==> config.mk <==
export PLATFORM = sky130hd
export DESIGN_NAME = msbmu_acu
export DESIGN_NICKNAME = d
export VERILOG_FILES = /design/src/hw/rtl/msbmu_pkg.sv /design/src/hw/rtl/msbmu_acu.sv
export SDC_FILE = /design/constraint.sdc
export NUM_CORES = 1
export LEC_CHECK = 0
export ABC_AREA = 1
export BUFFER_PORTS_ARGS = -buffer_cell sky130_fd_sc_hd__buf_2
export CAP_MARGIN = 5
export CORE_MARGIN = 4
export CORE_UTILIZATION = 45
export DETAILED_ROUTE_END_ITERATION = 10
export PLACE_DENSITY = 0.79
export SLEW_MARGIN = 15
export SYNTH_ARGS = -nofsm -noshare
export SYNTH_HDL_FRONTEND = slang
export SYNTH_SLANG_ARGS = --single-unit
==> constraint.sdc <==
create_clock -name vclk -period 2
set_input_delay 0 -clock vclk [all_inputs]
set_output_delay 0 -clock vclk [all_outputs]
set_load 0.01 [all_outputs]
==> src/hw/rtl/msbmu_pkg.sv <==
// Shared types, constants and helpers for the min-sum message update block.
// No dependencies; every other file in this block imports it.
package msbmu_pkg;

    localparam int NUM_LABELS = 16;
    localparam int LBL_W      = $clog2(NUM_LABELS);
    localparam int COL_W      = 6;
    localparam int ROW_W      = 6;
    localparam int MAX_COLS   = 1 << COL_W;
    localparam int MAX_ROWS   = 1 << ROW_W;
    localparam int PIX_W      = COL_W + ROW_W;
    localparam int PIXELS     = MAX_COLS * MAX_ROWS;
    localparam int NUM_SLOTS  = 4;
    localparam int SLOT_W     = 2;
    localparam int COST_W     = 8;
    localparam int MSG_W      = 24;
    // Wide enough for a data cost plus all four messages, unsaturated.
    localparam int ACC_W      = $clog2((1 << COST_W) + NUM_SLOTS * (1 << MSG_W));
    localparam int GRID_W     = 7;
    localparam int CAP_W      = 8;
    localparam int CFG_IDX_W  = 2;
    localparam int CFG_DATA_W = 8;

    localparam logic [MSG_W-1:0] MSG_SAT = '1;

    // Item kinds
    localparam logic [1:0] KIND_COST   = 2'd0;
    localparam logic [1:0] KIND_SEND   = 2'd1;
    localparam logic [1:0] KIND_DECIDE = 2'd2;

    // Send directions
    localparam logic [1:0] DIR_LEFT  = 2'd0;
    localparam logic [1:0] DIR_RIGHT = 2'd1;
    localparam logic [1:0] DIR_UP    = 2'd2;
    localparam logic [1:0] DIR_DOWN  = 2'd3;

    // Configuration register indexes
    localparam logic [CFG_IDX_W-1:0] CFG_GRID_WIDTH  = 2'd0;
    localparam logic [CFG_IDX_W-1:0] CFG_GRID_HEIGHT = 2'd1;
    localparam logic [CFG_IDX_W-1:0] CFG_SMOOTH_CAP  = 2'd2;

    typedef struct packed {
        logic [1:0]        kind;
        logic [COL_W-1:0]  col;
        logic [ROW_W-1:0]  row;
        logic [1:0]        direction;
        logic [3:0]        label;
        logic [COST_W-1:0] cost_value;
    } t_item;

    typedef struct packed {
        logic [3:0]       best_label;
        logic [MSG_W-1:0] best_total;
    } t_result;

    // One label of one pixel: data cost and the four incoming messages.
    typedef struct packed {
        logic [COST_W-1:0]                 cost;
        logic [NUM_SLOTS-1:0][MSG_W-1:0]   msg;
    } t_entry;

    typedef t_entry [NUM_LABELS-1:0] t_node;

    // Write request into the node store.
    typedef struct packed {
        logic                              clear;
        logic                              cost_en;
        logic [LBL_W-1:0]                  cost_label;
        logic [COST_W-1:0]                 cost;
        logic                              msg_en;
        logic [SLOT_W-1:0]                 msg_slot;
        logic [NUM_LABELS-1:0][MSG_W-1:0]  msgs;
        logic [PIX_W-1:0]                  addr;
    } t_store_wr;

    function automatic logic [MSG_W-1:0] sat_msg(input logic [ACC_W-1:0] v);
        logic [MSG_W-1:0] res;
        res = (v > ACC_W'(MSG_SAT)) ? MSG_SAT : v[MSG_W-1:0];
        return res;
    endfunction

endpackage

==> src/hw/rtl/msbmu_acu.sv <==
// Shared add-compare unit: one wide add and a compare against a reference.
// Depends on msbmu_pkg for the accumulator width.
module msbmu_acu import msbmu_pkg::*; (
    input  logic [ACC_W-1:0] i_a,
    input  logic [ACC_W-1:0] i_b,
    input  logic [ACC_W-1:0] i_ref,
    output logic [ACC_W-1:0] o_sum,
    output logic             o_lt
);

    // Operands stay bounded so the sum never wraps at ACC_W bits.
    assign o_sum = i_a + i_b;
    assign o_lt  = (o_sum < i_ref);

endmodule

==> summary.txt <==
Detailed routing
  • Final WL: 8768 um
  • Drt via density: 4.953
  • Routed length per placed instance: around 12 um
  • DR vias: around 3,600
  • First drt pass iteration count: 5
  • Antenna Nets Post-Route: 0
  • Drt drc: 0
  • Iteration-0 DRC Markers: 222

Floorplan
  • Row count: 27
  • Io pins: 109
  • Die height: 84.10 um
  • Die ar.: 7073 um^2
  • Die width: between 80 and 90 um
  • Starting density of the core: 46.76%
  • Core area: 5574 um^2

Global route
  • Layer with the highest usage: met2
  • Grt met1 use: a little under a third
  • Largest net degree at the start of global routing: 7
  • Number of global-route vias before repair: 3,413
  • Total GRT Usage: 23.12%
  • First-pass GRT wire length: 14,230 um
  • Global route overflow: 0
  • Met2 GRT Util: 41.54%
  • Number of antenna violations at the first check in global routing: 0
  • M3 GR Usage: 1.481%

Layout
  • Non-Filler Instances: between 700 and 800
  • CLK BUF: 0
  • Final nets: 795
  • Layout cells sized above 1: 34.45%
  • Sequential cell count: 0
  • Reg area: 0 um^2
  • Antenna cells: 0
  • Syn-to-layout area delta: 51.03%
  • Post-route cell area: 3936 um^2

Placement
  • Area after DPL: 3661 um^2
  • RePlAce Congestion: between 0.9 and 1
  • Port Buffers: ~110
  • Dpl cells: about 730
  • Post-DP HPWL: 7634 um

Yosys
  • Cells after Synth: 500
  • Synth top cells by count: nand2_1 (185), inv_1 (114), ha_1 (52), nor2_1 (35), nand3_1 (30)
  • Yosys cell types: 22
  • Syn_nets: 634
  • Ranking of synthesized cells by area: nand2_1 (27%), ha_1 (25%), inv_1 (16%)
  • Share of the synthesized area in the top cell type: 26.64%
  • Post-synth top area cell: nand2_1
  • Post-Syn Area per Cell: 5.213 um^2
  • Sequential fraction of the synthesis area: 0%
  • Most common cell in the synthesized netlist: nand2_1
  • Yosys warning count: 0
  • Mapped Area: 2606 um^2

Timing
  • Relative slew slack: between 70% and 80%
  • Tmin final: 2.354 ns
  • Fin. max-slew vios: 0
  • Worst Setup Slack, final: -0.3538 ns
  • Final Setup Violations: 1
  • FMAX: between 0.4 and 0.5 GHz
  • RSZ-0062 raised after global routing: yes
  • Worst-Margin Slew: 0.2995 ns
  • Fin. Hold Viols: 0
  • Period utilization: 117.7%

Setup path
  • WS Path Type: input port to primary output
  • Critical path, cell by cell: buf_2 -> ha_1 -> nand2_2 -> inv_1 -> nand2_1 -> nand2_1 -> nand2_1 -> nand2_1 -> inv_1 -> nand2_2 -> xor2_2 -> ha_1 -> nand2_1 -> nor2_2 -> nand4_1 -> nor3_2 -> nand2_1 -> inv_1 -> nor2_2 -> buf_2
  • Worst Path Required: 2.00 ns
  • Maximum fanout along the worst path: 4
  • Worst setup SP type: input port
  • Cell repeated most along the worst path: nand2_1
  • CP peak stage delay: 0.36 ns
  • CP Data Arrival Time: approximately 2.4 ns
  • Highest-delay cell along the critical path: ha_1
  • Delay-heaviest family, CP: simple AND/OR/NAND/NOR gates
  • CP endpoint kind: primary output
  • Buffers & Inverters on Critical Path: 5

Run status
  • Status: complete, but fails checks
  • Failing checks: negative setup slack

Power
  • P_int: 652.4 uW
  • Pwr/cell area: approximately 370 nW/um^2
  • Clock share of power: 0%
  • Comb power frac: 100.0%
  • Sw frac: 54.59%
  • Leak: 2.459 nW
  • P_sw: 784.5 uW
  • Sequential share of power: 0%
  • VDD IR-drop max: roughly 0.18 mV
  • Total power: 1.437 mW

CTS
  • Cts hold-fix bufs: 0

Worst hold path
  • HP Class: input port to primary output

Run
  • Max cap viols: 0
[routing by layer]
| metal | share of wire (%) | wire length (um) |
|---|---|---|
| met5 | 0 | 0 |
| met4 | 1.4 | 127 |
| met2 | 48 | 4237 |
| met1 | 43 | 3807 |
| met3 | 6.8 | 595 |
[final cells by class]
class                           instances  area [um^2]
Fill cell                             519         1638
Timing Repair Buffer                  159        933.4
Inverter                              114        427.9
Multi-Input combinational cell        386         2485
Tap cell                               72        90.09
[per-stage QoR]
step                util (%)  hold WS (ns)  setup slack [ns]  setup TNS, ns
floorplan                  -        0.1182         -0.009118      -0.009118
global placement       65.68        0.3369           -0.3150        -0.3150
detailed placement     65.68        0.3430           -0.3906        -0.3906
CTS                    65.99        0.3200           -0.3401        -0.3401
global route           70.62        0.3197           -0.5450        -0.5450
finish                 70.62        0.3058           -0.3538        -0.3538
[what timing repair did]
item / in CTS / in global routing
pin swaps: 4 / 8
setup buffers: 0 / 2
gates resized for setup: 3 / 52
endpoints found under the setup margin: 1 / 1
[cells in the final DEF, fill, tap and decap left out, drive strengths merged, types with 4 or more instances in the layout]
cell	count
a21oi	29
inv	114
xnor2	5
nand4	12
nand3	32
ha	52
o21ai	4
o21bai	4
nor3	6
nand2	188
xor2	10
buf	159
nor2	38
[final timing paths]
kind,from,end,slack (ns),cells after the start
hold / removal,i_b[0],o_sum[0],0.31,3
setup / recovery,i_a[11],o_lt,-0.35,20
[cells by family after synthesis]
group / count (synthesis) / share of synthesized area, %
XOR/XNOR: 15 / 5.041
AO/OA/AOI/OAI: 37 / 7.489
adder cells (fa/ha/maj): 53 / 25.73
buffers and inverters: 114 / 16.42
AND/OR/NAND/NOR: 281 / 45.32
[power by group through the flow]
| stage | logic (mW) | clock network, mW | registers [mW] |
|---|---|---|---|
| finish | 1.44 | 0 | 0 |
| CTS | 1.34 | 0 | 0 |
| global placement | 1.30 | 0 | 0 |
| floorplan | 0.774 | 0 | 0 |
| global route | 1.61 | 0 | 0 |
| detailed placement | 1.33 | 0 | 0 |
No activity file was read; power rests on OpenSTA's default activity.
